## src/rtl/pcc_pkg.sv

```systemverilog
`timescale 1ns / 1ps
// ----------------------------------------------------------------------------
// pcc_pkg
// Shared types and codes for the Pearson correlation unit.
// ----------------------------------------------------------------------------
package pcc_pkg;

  typedef struct packed {
    logic signed [15:0] sample_x;
    logic signed [15:0] sample_y;
    logic               last_pair;
  } in_item_t;

  typedef struct packed {
    logic signed [15:0] coefficient_q15;
    logic [1:0]         status;
    logic [16:0]        pair_count;
  } out_item_t;

  // Finished set handed from the accumulator to the solver.
  typedef struct packed {
    logic [16:0]        count;
    logic signed [32:0] sum_x;
    logic signed [32:0] sum_y;
    logic [46:0]        sum_xx;
    logic [46:0]        sum_yy;
    logic signed [47:0] sum_xy;
    logic               overflowed;
  } job_t;

  localparam logic [1:0] STATUS_OK       = 2'd0;
  localparam logic [1:0] STATUS_ZERO_VAR = 2'd1;
  localparam logic [1:0] STATUS_OVERFLOW = 2'd2;

  typedef enum logic [2:0] {
    BK_IDLE,
    BK_LOAD,
    BK_MUL,
    BK_DIV,
    BK_SQRT,
    BK_DONE
  } bk_state_e;

  // Order of the products formed by the shared multiplier.
  typedef enum logic [2:0] {
    MO_NXX,
    MO_XX,
    MO_NYY,
    MO_YY,
    MO_NXY,
    MO_XY,
    MO_VAR,
    MO_NUM
  } mul_op_e;

endpackage

```

## src/rtl/pcc_queue.sv

```systemverilog
`timescale 1ns / 1ps
// ----------------------------------------------------------------------------
// pcc_queue
// Two-entry job queue between accumulator and solver.
// ----------------------------------------------------------------------------
module pcc_queue (
  input  logic          clk_i,
  input  logic          rst_ni,
  input  logic          push_i,
  input  pcc_pkg::job_t job_i,
  output logic          full_o,
  input  logic          pop_i,
  output logic          valid_o,
  output pcc_pkg::job_t job_o
);

  pcc_pkg::job_t slot_q [2];
  logic          wr_ptr_q, rd_ptr_q;
  logic [1:0]    fill_q;

  assign full_o  = fill_q == 2'd2;
  assign valid_o = fill_q != 2'd0;
  assign job_o   = slot_q[rd_ptr_q];

  always_ff @(posedge clk_i) begin
    if (push_i) begin
      slot_q[wr_ptr_q] <= job_i;
    end
  end

  always_ff @(posedge clk_i or negedge rst_ni) begin
    if (!rst_ni) begin
      wr_ptr_q <= 1'b0;
      rd_ptr_q <= 1'b0;
      fill_q   <= 2'd0;
    end else begin
      if (push_i) wr_ptr_q <= !wr_ptr_q;
      if (pop_i)  rd_ptr_q <= !rd_ptr_q;
      fill_q <= fill_q + {1'b0, push_i} - {1'b0, pop_i};
    end
  end

endmodule

```

## config.mk

```make
export PLATFORM = sky130hd
export DESIGN_NAME = pcc_queue
export DESIGN_NICKNAME = d
export VERILOG_FILES = /design/src/rtl/pcc_pkg.sv /design/src/rtl/pcc_queue.sv
export SDC_FILE = /design/constraint.sdc
export NUM_CORES = 1
export LEC_CHECK = 0
export BUFFER_PORTS_ARGS = -buffer_cell sky130_fd_sc_hd__buf_4
export CAP_MARGIN = 40
export CORE_ASPECT_RATIO = 1.1
export CORE_MARGIN = 2
export CORE_UTILIZATION = 47
export CTS_CLUSTER_SIZE = 20
export DETAILED_ROUTE_END_ITERATION = 12
export PLACE_DENSITY = 0.76
export RECOVER_POWER = 25
export SYNTH_ARGS = -nofsm -noshare
export SYNTH_HDL_FRONTEND = slang
export SYNTH_SLANG_ARGS = --single-unit
```

## constraint.sdc

```tcl
create_clock -name clk_i -period 11.1 [get_ports clk_i]
set_input_delay 1.665 -clock clk_i [delete_from_list [all_inputs] [get_ports clk_i]]
set_output_delay 1.665 -clock clk_i [all_outputs]
set_load 0.01 [all_outputs]
```

Word level (Yosys, flattened, before mapping)
Memories as Yosys holds them, arrays and structs flattened.
Index checks and enable logic that the tools add are counted.
Storage, ports and cells
  flip-flop bits (word level): 4
  bits in latches: 0
  RAM bits: 452
  bits in read-only memories: 0
  input bits: 230
  logic and storage cells: 12
  memories: 1
Memories
  slot_q: words 2, width 226, rd ports 1, clocked after Yosys merged registers in 0, wr ports 1, line pcc_queue.sv:17  | pcc_pkg::job_t slot_q [2];
Operators by class
  add/sub/neg operators: 2
  multiply operators: 0
  divide/modulo/power cells: 0
  order comparisons: 0
  equality and inequality tests: 1
  shifts and indexed selects: 0
  mux-type cells: 2
  bitwise operators: 0
  reductions and logical operators: 3
Operators with widths (number)
  adder 2 x 1 -> 2 bit: 1
  == test 2 bit, second input constant: 1
  zero test 1 bit: 2
  two-way mux 1 bit: 2
  nonzero test 2 bit: 1
  subtractor 2 x 1 -> 2 bit: 1

Longest topological paths before layout
  depth in word-level cells: 2
  mapped depth: 5

Worst setup path after synthesis
No wires, ideal clock.
  path kind: input-to-reg
  start point: input port push_i
  end point: memory slot_q[0][0] (netlist bit) (enable)
  arrival time: 11.399 ns
  path slack: -1.143 ns
  stages: 1
  buffers on the path: 0
  cells stage by stage: nor2b_1
Between the ends
  longest elaborated chain between the ends: 2
Ends and longest elaborated chain
  start: declaration: line pcc_queue.sv:9  | input logic push_i,
  two-way mux 1 bit: line pcc_queue.sv:26  | if (push_i) begin
  two-way mux 1 bit (implied by the code): line pcc_queue.sv:27  | slot_q[wr_ptr_q] <= job_i;
  end: declaration: line pcc_queue.sv:17
No other way between the ends.

==> metrics.txt <==
first-pass GRT wire length=51,000 um; xor-xnor portion of the synthesized cell area=0.249%; effective utilization at floorplan=47.5%; Port-buffer cells=457; Synth Warn #=0; PwrDens=255 nW/um2; most common cell after layout, fill and taps aside=edfxtp_1; 1st-iter DRT viols=517; leakage=8.31 nW; r2r setup slk=8.46 ns; Finished Layout Cells=1,692; layout cells sized above 1=60.7%; min Tclk post-route=4.34 ns; final setup vio count=0; GP Congestion=0.800; most frequent cells in the layout=edfxtp_1 (452), buf_4 (311), mux2_2 (196); critical-path maximum fanout=150; Compound-Gate Fraction of Synth Area=0%; Final Hold Viols=0; top sig layer=met5; Reg-to-Reg Start=wr_ptr_q$_DFFE_PN0P_; Mapped Area=16,600 um2; H-tree levels=2; drt pass-1 iters=4; Reg clk slew, reported paths=0.06 ns; cells on worst reg2reg path=4; multiplexer share of the synthesized area=16.0%; dpl cells=1,607; setup bufs post-CTS=0; Worst Min Path Start=wr_ptr_q$_DFFE_PN0P_; hold bufs inserted after CTS=0; Post-DP Area=20,600 um2; post-synthesis adder-cell area fraction=0.151%; FMAX=231 MHz; Rel. slew slack=34.9%; Routed WL=34,800 um; Slew @ Worst Pin=0.977 ns; setup TNS=0 ns; Synth Net Count=950; Seq/Total Area, Yosys=82.3%; area of the core=35,000 um2; Clock Latency Late Sink=0.54 ns; CTS buffer count=45; Worst Path Arrival=2.67 ns; initial antenna violation count=3; WL/cell=20.6 um; RSZ-0062 raised after global routing=false; synth unique cells=14; Area Growth Syn to Fin=32.8%; CTS resizes=0; critical path class=register to output pin; CP Capture Type=output pin; Clock Skews=0.0113 ns; Final HPWL DP=23,600 um; Synth Area in Simple Gates=0.151%; Ports=458; Hold Crit Class=register to register; pin count of the biggest net entering global routing=151; metal1 wirelength=12,600 um; clk sinks=456; CTS max path bufs=3; Final Max Tran Viols=0; MaxCap Viol Count=0; GRT overflow=0; hold depth=1; Root Buffer=clkbuf_16; Routed Antenna Nets=0; die height=201 um; die area=36,900 um2; Final period util=39.1%; Final Cell Area=22,100 um2; Die W=183 um; WL met3=3230 um; largest family of logic cells by synthesized area=multiplexers; met2 WL post-DR=17,700 um; Yosys reg bits=456; DR vias/cell=5.04; Hold Path End=wr_ptr_q$_DFFE_PN0P_; vias=8,535; maximum vdd ir drop=192 uV; GRT Util Overall=18.3%; TritonCTS clock tree=yes; Layout Nets=1,442; CP Launch Type=register; # rows=72; vias in the first global route=9,096; CP required=9.44 ns; syn avg cell area=23.1 um2; outcome=completed; terminus of the critical flop-to-flop path=slot_q[1][191]$_DFFE_PP_; DR DRC count=0; Synth Instances=718; Final Power=5.63 mW
## report_power, final
group | leakage (nW) | internal, mW | total (mW) | switching (mW)
combinational | 3.31 | 0.920 | 1.77 | 0.846
sequential | 4.29 | 2.28 | 2.38 | 0.0933
clock | 0.710 | 0.878 | 1.49 | 0.611
## final cells by class
cell class	instances	area [um2]
antenna	2	5.00
clock buffer	59	1230
clock inverter	24	231
fill	2433	12900
inverter	2	7.51
multi-input combinational	235	2760
sequential	456	13700
tap	444	556
timing repair buffer	470	3600
## sequential cells by signal, summed over array words and instances (netlist names)
| register | flops |
|---|---|
| rd_ptr_q | 1 |
| wr_ptr_q | 1 |
| fill_q | 2 |
| slot_q | 452 |
## cells by family after synthesis
kind of cell,count (synthesis)
AND/OR/NAND/NOR,4
XOR/XNOR,3
adder cells (fa/ha/maj),2
multiplexers,226
buffers and inverters,27
flip-flops,456
## critical path, cell delays in order, from the launching register on
cell and delay, ns:
dfrtp_4 0.68, buf_12 0.62, mux2_2 0.43, buf_4 0.15
## through the flow
stage	hold WS, ns	setup slack [ns]	util (%)
6_report	0.551	6.76	63.1
2_1_floorplan	0.473	3.11	-
4_1_cts	0.546	6.76	63.2
3_5_place_dp	0.536	7.12	59.0
5_1_grt	0.570	6.66	63.1
3_3_place_gp	0.529	6.78	58.7
## per-layer routing
layer  track usage, %  vias up
met3             6.41       68
met4             8.03        2
met2             31.7      371
met1             20.4     4217
li1                 -     3877
met5                0        -
## worst max path at each step
stage	start	end	slack, ns	cells past startpoint
after CTS	rd_ptr_q$_DFFE_PN0P_	job_o[153]	6.76	3
after global routing	rd_ptr_q$_DFFE_PN0P_	job_o[1]	6.66	3
after floorplan	push_i	slot_q[0][0]$_DFFE_PP_	3.11	1
final	rd_ptr_q$_DFFE_PN0P_	job_o[1]	6.76	3
after global placement	rd_ptr_q$_DFFE_PN0P_	job_o[153]	6.78	3
after detailed placement	push_i	slot_q[1][0]$_DFFE_PP_	7.12	5
## synth_stat cells
master      n  area, um2
edfxtp_1  452      13600
dfrtp_1     4        100
nor2b_1     2       12.5
xor2_1      2       17.5
mux2_2    196       2210
mux2_4     30        450
xor3_1      1       23.8
inv_1       2       7.51
buf_6       4       45.0
buf_2      10       50.1
and2_1      1       6.26
ha_1        2       25.0
or2_2       1       6.26
buf_4      11       82.6
(Power assumes the default switching activity.)
