<file path="src/rtl/pcc_pkg.sv">
`timescale 1ns / 1ps
// ----------------------------------------------------------------------------
// pcc_pkg
// Shared types and codes for the Pearson correlation unit.
// ----------------------------------------------------------------------------
package pcc_pkg;

  typedef struct packed {
    logic signed [15:0] sample_x;
    logic signed [15:0] sample_y;
    logic               last_pair;
  } in_item_t;

  typedef struct packed {
    logic signed [15:0] coefficient_q15;
    logic [1:0]         status;
    logic [16:0]        pair_count;
  } out_item_t;

  // Finished set handed from the accumulator to the solver.
  typedef struct packed {
    logic [16:0]        count;
    logic signed [32:0] sum_x;
    logic signed [32:0] sum_y;
    logic [46:0]        sum_xx;
    logic [46:0]        sum_yy;
    logic signed [47:0] sum_xy;
    logic               overflowed;
  } job_t;

  localparam logic [1:0] STATUS_OK       = 2'd0;
  localparam logic [1:0] STATUS_ZERO_VAR = 2'd1;
  localparam logic [1:0] STATUS_OVERFLOW = 2'd2;

  typedef enum logic [2:0] {
    BK_IDLE,
    BK_LOAD,
    BK_MUL,
    BK_DIV,
    BK_SQRT,
    BK_DONE
  } bk_state_e;

  // Order of the products formed by the shared multiplier.
  typedef enum logic [2:0] {
    MO_NXX,
    MO_XX,
    MO_NYY,
    MO_YY,
    MO_NXY,
    MO_XY,
    MO_VAR,
    MO_NUM
  } mul_op_e;

endpackage

</file>
<file path="src/rtl/pcc_front.sv">
`timescale 1ns / 1ps
// ----------------------------------------------------------------------------
// pcc_front
// Accumulate count and sums one pair per cycle while the job queue has room; hand off a job on last pair.
// ----------------------------------------------------------------------------
module pcc_front #(
  parameter int MAX_SAMPLES = 65536,
  parameter int SAMPLE_BITS = 16
) (
  input  logic              clk_i,
  input  logic              rst_ni,
  input  logic              in_valid_i,
  output logic              in_stall_o,
  input  pcc_pkg::in_item_t in_item_i,
  input  logic              q_full_i,
  output logic              push_o,
  output pcc_pkg::job_t     job_o
);

  localparam logic [16:0] MaxCnt = 17'(MAX_SAMPLES);

  logic [16:0]        count_q, count_d;
  logic signed [32:0] sum_x_q, sum_x_d, sum_y_q, sum_y_d;
  logic [46:0]        sum_xx_q, sum_xx_d, sum_yy_q, sum_yy_d;
  logic signed [47:0] sum_xy_q, sum_xy_d;
  logic               ovf_q, ovf_d;

  logic signed [SAMPLE_BITS-1:0]   xn, yn;
  logic signed [2*SAMPLE_BITS-1:0] xx, yy, xy;
  logic                            take;

  assign xn   = in_item_i.sample_x[SAMPLE_BITS-1:0];
  assign yn   = in_item_i.sample_y[SAMPLE_BITS-1:0];
  assign xx   = xn * xn;
  assign yy   = yn * yn;
  assign xy   = xn * yn;
  assign take = in_valid_i && !q_full_i;

  assign in_stall_o = q_full_i;

  always_comb begin
    count_d  = count_q;
    sum_x_d  = sum_x_q;
    sum_y_d  = sum_y_q;
    sum_xx_d = sum_xx_q;
    sum_yy_d = sum_yy_q;
    sum_xy_d = sum_xy_q;
    ovf_d    = ovf_q;
    if (take) begin
      if (count_q < MaxCnt) begin
        count_d  = count_q + 17'd1;
        sum_x_d  = sum_x_q + 33'(xn);
        sum_y_d  = sum_y_q + 33'(yn);
        sum_xx_d = sum_xx_q + 47'($unsigned(xx));
        sum_yy_d = sum_yy_q + 47'($unsigned(yy));
        sum_xy_d = sum_xy_q + 48'(xy);
      end else begin
        ovf_d = 1'b1;
      end
    end
  end

  assign push_o           = take && in_item_i.last_pair;
  assign job_o.count      = count_d;
  assign job_o.sum_x      = sum_x_d;
  assign job_o.sum_y      = sum_y_d;
  assign job_o.sum_xx     = sum_xx_d;
  assign job_o.sum_yy     = sum_yy_d;
  assign job_o.sum_xy     = sum_xy_d;
  assign job_o.overflowed = ovf_d;

  always_ff @(posedge clk_i or negedge rst_ni) begin
    if (!rst_ni) begin
      count_q  <= '0;
      sum_x_q  <= '0;
      sum_y_q  <= '0;
      sum_xx_q <= '0;
      sum_yy_q <= '0;
      sum_xy_q <= '0;
      ovf_q    <= 1'b0;
    end else if (push_o) begin
      count_q  <= '0;
      sum_x_q  <= '0;
      sum_y_q  <= '0;
      sum_xx_q <= '0;
      sum_yy_q <= '0;
      sum_xy_q <= '0;
      ovf_q    <= 1'b0;
    end else begin
      count_q  <= count_d;
      sum_x_q  <= sum_x_d;
      sum_y_q  <= sum_y_d;
      sum_xx_q <= sum_xx_d;
      sum_yy_q <= sum_yy_d;
      sum_xy_q <= sum_xy_d;
      ovf_q    <= ovf_d;
    end
  end

endmodule

</file>
<file path="config.mk">
export PLATFORM = sky130hd
export DESIGN_NAME = pcc_front
export DESIGN_NICKNAME = d
export VERILOG_FILES = /design/src/rtl/pcc_pkg.sv /design/src/rtl/pcc_front.sv
export SDC_FILE = /design/constraint.sdc
export NUM_CORES = 2
export LEC_CHECK = 0
export BUFFER_PORTS_ARGS = -buffer_cell sky130_fd_sc_hd__buf_4
export CAP_MARGIN = 20
export CORE_UTILIZATION = 55
export DETAILED_ROUTE_END_ITERATION = 12
export PLACE_DENSITY_LB_ADDON = 0.12
export SETUP_SLACK_MARGIN = 0.02
export SYNTH_ARGS = -nofsm -noshare
export SYNTH_HDL_FRONTEND = slang
export SYNTH_SLANG_ARGS = --single-unit
</file>
<file path="constraint.sdc">
create_clock -name clk_i -period 29.5 [get_ports clk_i]
set_input_delay 5.9 -clock clk_i [delete_from_list [all_inputs] [get_ports clk_i]]
set_output_delay 5.9 -clock clk_i [all_outputs]
set_load 0.01 [all_outputs]
</file>
# Yosys cells after proc, flatten, opt, wreduce, memory -nomap -nowiden
# Index checks and enable logic that the tools add are counted.
# totals
register_bits	226
in_bits	37
out_inout_bits	228
# classes
muxes	21
magnitude_cmp	1
addsub	6
n_reduce_logical	3
n_mul	3
# ops
cell	count
2-to-1 mux 47 bit	6
2-to-1 mux 33 bit	6
2-to-1 mux 48 bit	3
multiplier 16 x 16 -> 32 bit	3
adder 47 x 32 -> 47 bit	2
adder 33 x 16 -> 33 bit	2
2-to-1 mux 17 bit	3
adder 48 x 32 -> 48 bit	1
adder 17 x 1 -> 17 bit (second input constant)	1
< comparator 17 bit (second input constant)	1
2-to-1 mux 1 bit	3
logical AND 1 bit	2
zero test 1 bit	1

# Depth between registers and ports, before layout
# depth
word_depth	5
depth_mapped	37
ltp_nobuf	35

# Least setup slack after synthesis
# No wires, ideal clock.
# synth_path
path_kind	input port to output port
startpoint	input in_item_i[4] in the netlist's numbering
endpoint	output job_o[83] in the netlist's numbering
arrival_ns	13.584
required_ns	23.600
path_buffers	2
setup_slack_ns	10.016
cell_stages	32
path_cell_list	clkbuf_1 -> clkbuf_1 -> nand2_1 -> fa_1 -> inv_1 -> fa_1 -> ha_1 -> inv_1 -> fa_1 -> fa_1 -> inv_1 -> fa_1 -> ha_1 -> o21ai_0 -> nand2b_1 -> and3_1 -> a221o_1 -> a21o_1 -> a32o_1 -> nor4_1 -> o41ai_1 -> a21oi_1 -> xnor2_1 -> ha_1 -> and2_1 -> and3_1 -> a2111oi_0 -> nand3_1 -> a41oi_1 -> nor2_1 -> nand3_1 -> xnor2_1
# synth_lines
item	line	source
from (decl)	pcc_front.sv:14	input pcc_pkg::in_item_t in_item_i,
to (decl)	pcc_front.sv:17	output pcc_pkg::job_t job_o

==> reports/metrics.yaml <==
synth_ff_type: "dfrtp_1"
synth_area_sq_mm: 0.0475
finalHoldViolCount: 0
cp-start-kind: "input pin"
design.core.area_sq_mm: 0.0853
root_buffer: "clkbuf_16"
rows: 107
crit_top_cell: "fa_1"
relSlewSlack_pct: 16.6
slew_viol_final: 0
grt_max_degree: 163
portBuffers: 264
worst-setup-path-type: "in -> out"
drt_iter0_markers: 2543
yosys.cell_types.count: 73
vias: 37000
cp_max_fo: 29
cts_max_path_buffers: 3
cts_buffers: 27
grt_pass1_vias: 37600
syn_avg_cell_area_sq_um: 8.83
cpMaxStageDelayCell: "fa_1"
drtPass1Iterations: 7
antenna_found_initial: 5
layout_commonest_cell: "inv_1"
synth_edf_count: 0
synthCells: 5375
dieArea_sq_mm: 0.0875
crit_path_max_incr_delay_ps: 560
setup_viol: 0
dp_hpwl_um: 103000
rsz0062_at_grt: "false"
synth_async_sr_flop_share_pct: 100
multiInputGateArea_sq_mm: 0.0373
ys_seq_elements: 226
yosysTopAreaCell: "fa_1"
insertion_delay_ps: 590
status: "complete, no violations"
overflow: 0
fin_crit_sh_pct: 72.4
ys_warn_count: 0
synth_nets: 6688
seq_area_frac_synth_pct: 11.9
detail-route-antenna-nets: 0
final.setup_skew_ps: 19.5
io_pins: 265
drc: 0
ff_latch_area_sq_mm: 0.00566
cts.sinks: 226
synth_area_leaders: "fa_1 35%, dfrtp_1 12%, ha_1 12%"
cts_hold_buf: 0
cts_tree: "yes"
cts.repair.resized: 0
initial_core_util_pct: 55.7
drive_gt1_share_pct: 6.76
period_minus_slack_ps: 21350
syn_to_final_growth_pct: 8.03
endpoint_kind: "output pin"
min_path_type: "reg -> reg"
required_ps: 23600
max_cap_viol_count: 0
fp.dieH_um: 296
grt_usage_pct: 31.9
post_cts_buffers: 0
finalSetupTns_ps: 0
fmax_mhz: 46.8
layout.nets: 6811
synth_top_area_share_pct: 35.3
crit_arrival_ps: 15450
via_per_inst: 5.55
worst_pin_slew_ps: 1240
layout_common_cells: "1,007 x inv_1, 837 x fa_1, 722 x nand2_1, 438 x ha_1, 289 x and2_1"
fill_cells: 7678
gp_congestion: 0.939
path_clk_slew_ps: 60
htreeDepth: 1
die_w_um: 296
grt_pass1_wl_um: 213000
drt_wl_total_um: 134000
wl_per_cell_um: 20.2
## cell type report
class | instances | area share [%]
Clock inverter | 12 | 0.246
Tap cell | 1144 | 2.79
Antenna cell | 1 | 0.00488
Multi-Input combinational cell | 3944 | 72.8
Inverter | 1015 | 7.43
Timing Repair Buffer | 284 | 4.24
Sequential cell | 226 | 11.0
Clock buffer | 37 | 1.51
## synth_stat cells (8+ instances only)
library cell	n
o21a_1	32
ha_1	438
and2_1	289
or2_2	12
xnor2_1	168
nor2_1	208
nor3_1	45
a21oi_1	270
nor3b_1	9
clkbuf_1	171
dfrtp_1	226
o31ai_1	15
xor2_1	95
inv_1	1007
clkinv_1	8
a31oi_1	21
nand2b_1	32
a211oi_1	26
o211ai_1	12
and4_1	9
nand4_1	32
or3_1	17
o21bai_1	27
a31o_2	8
a21boi_0	9
a211o_1	12
buf_1	16
a21o_1	135
and3_1	45
nand3_1	59
mux2i_1	10
o21ai_0	207
nand2_1	724
nor2b_1	26
fa_1	838
## stage by stage
stage | area (sq um) | worst slack (ps) | hold WS, ps | utilization [%] | std cells
floorplan | 47500 | 10020 | 471 | - | 5375
global placement | 50400 | 8420 | 495 | 59.0 | 6612
detailed placement | 50400 | 8360 | 507 | 59.1 | 6613
CTS | 51300 | 8320 | 521 | 60.1 | 6662
global route | 51300 | 7500 | 549 | 60.1 | 6662
finish | 51300 | 8150 | 514 | 60.1 | 6663
## worst max-delay path: cells and delay by family
family / cells / cell delay [ps]
compound gates: 11 / 2880
buf+inv: 6 / 1480
simple gates: 4 / 1190
xor+xnor: 2 / 400
fa+ha+maj: 8 / 3540
## cells by family (layout without fill, tap and decap cells)
group	after synthesis	in the layout	share of synthesized area [%]
adders and majority gates	1276	1276	46.9
AOI/OAI and AO/OA	859	859	11.3
xor gates and xnor gates	263	263	4.85
and+or+nand+nor	1532	1532	15.2
muxes	14	14	0.306
DFF	226	226	11.9
buffers and inverters	1205	1348	9.55
other	0	1	0
## state kept, by name, indices dropped and copies added (netlist names)
register	flops
count_q	17
ovf_q	1
sum_x_q	33
sum_xx_q	47
sum_xy_q	48
sum_y_q	33
sum_yy_q	47
## final timing paths
check                             startpoint            to  slack, ps  depth (start not counted)
worst max-delay path            in_item_i[2]     job_o[94]       8150                         31
worst min-delay path            sum_xx_q[25]  sum_xx_q[25]        510                          2
worst max register to register  sum_xy_q[15]  sum_xy_q[43]      22870                         19
worst min register to register  sum_xx_q[25]  sum_xx_q[25]        510                          2
max in group asynchronous             rst_ni  sum_yy_q[11]      22600                          2
min in group asynchronous             rst_ni  sum_xx_q[29]       5370                          1
## layer usage
layer / vias up / GRT usage, % / share of wire [%]
met5: - / 0 / 0.022
met4: 4 / 8.38 / 2.8
met3: 192 / 8.83 / 9.8
met2: 1302 / 47.9 / 44
met1: 18300 / 45.4 / 44
li1: 17200 / - / -
Power is left out: the tool's default activity adds up to more than one toggle a clock period on the data nets, which glitch-free logic cannot reach.
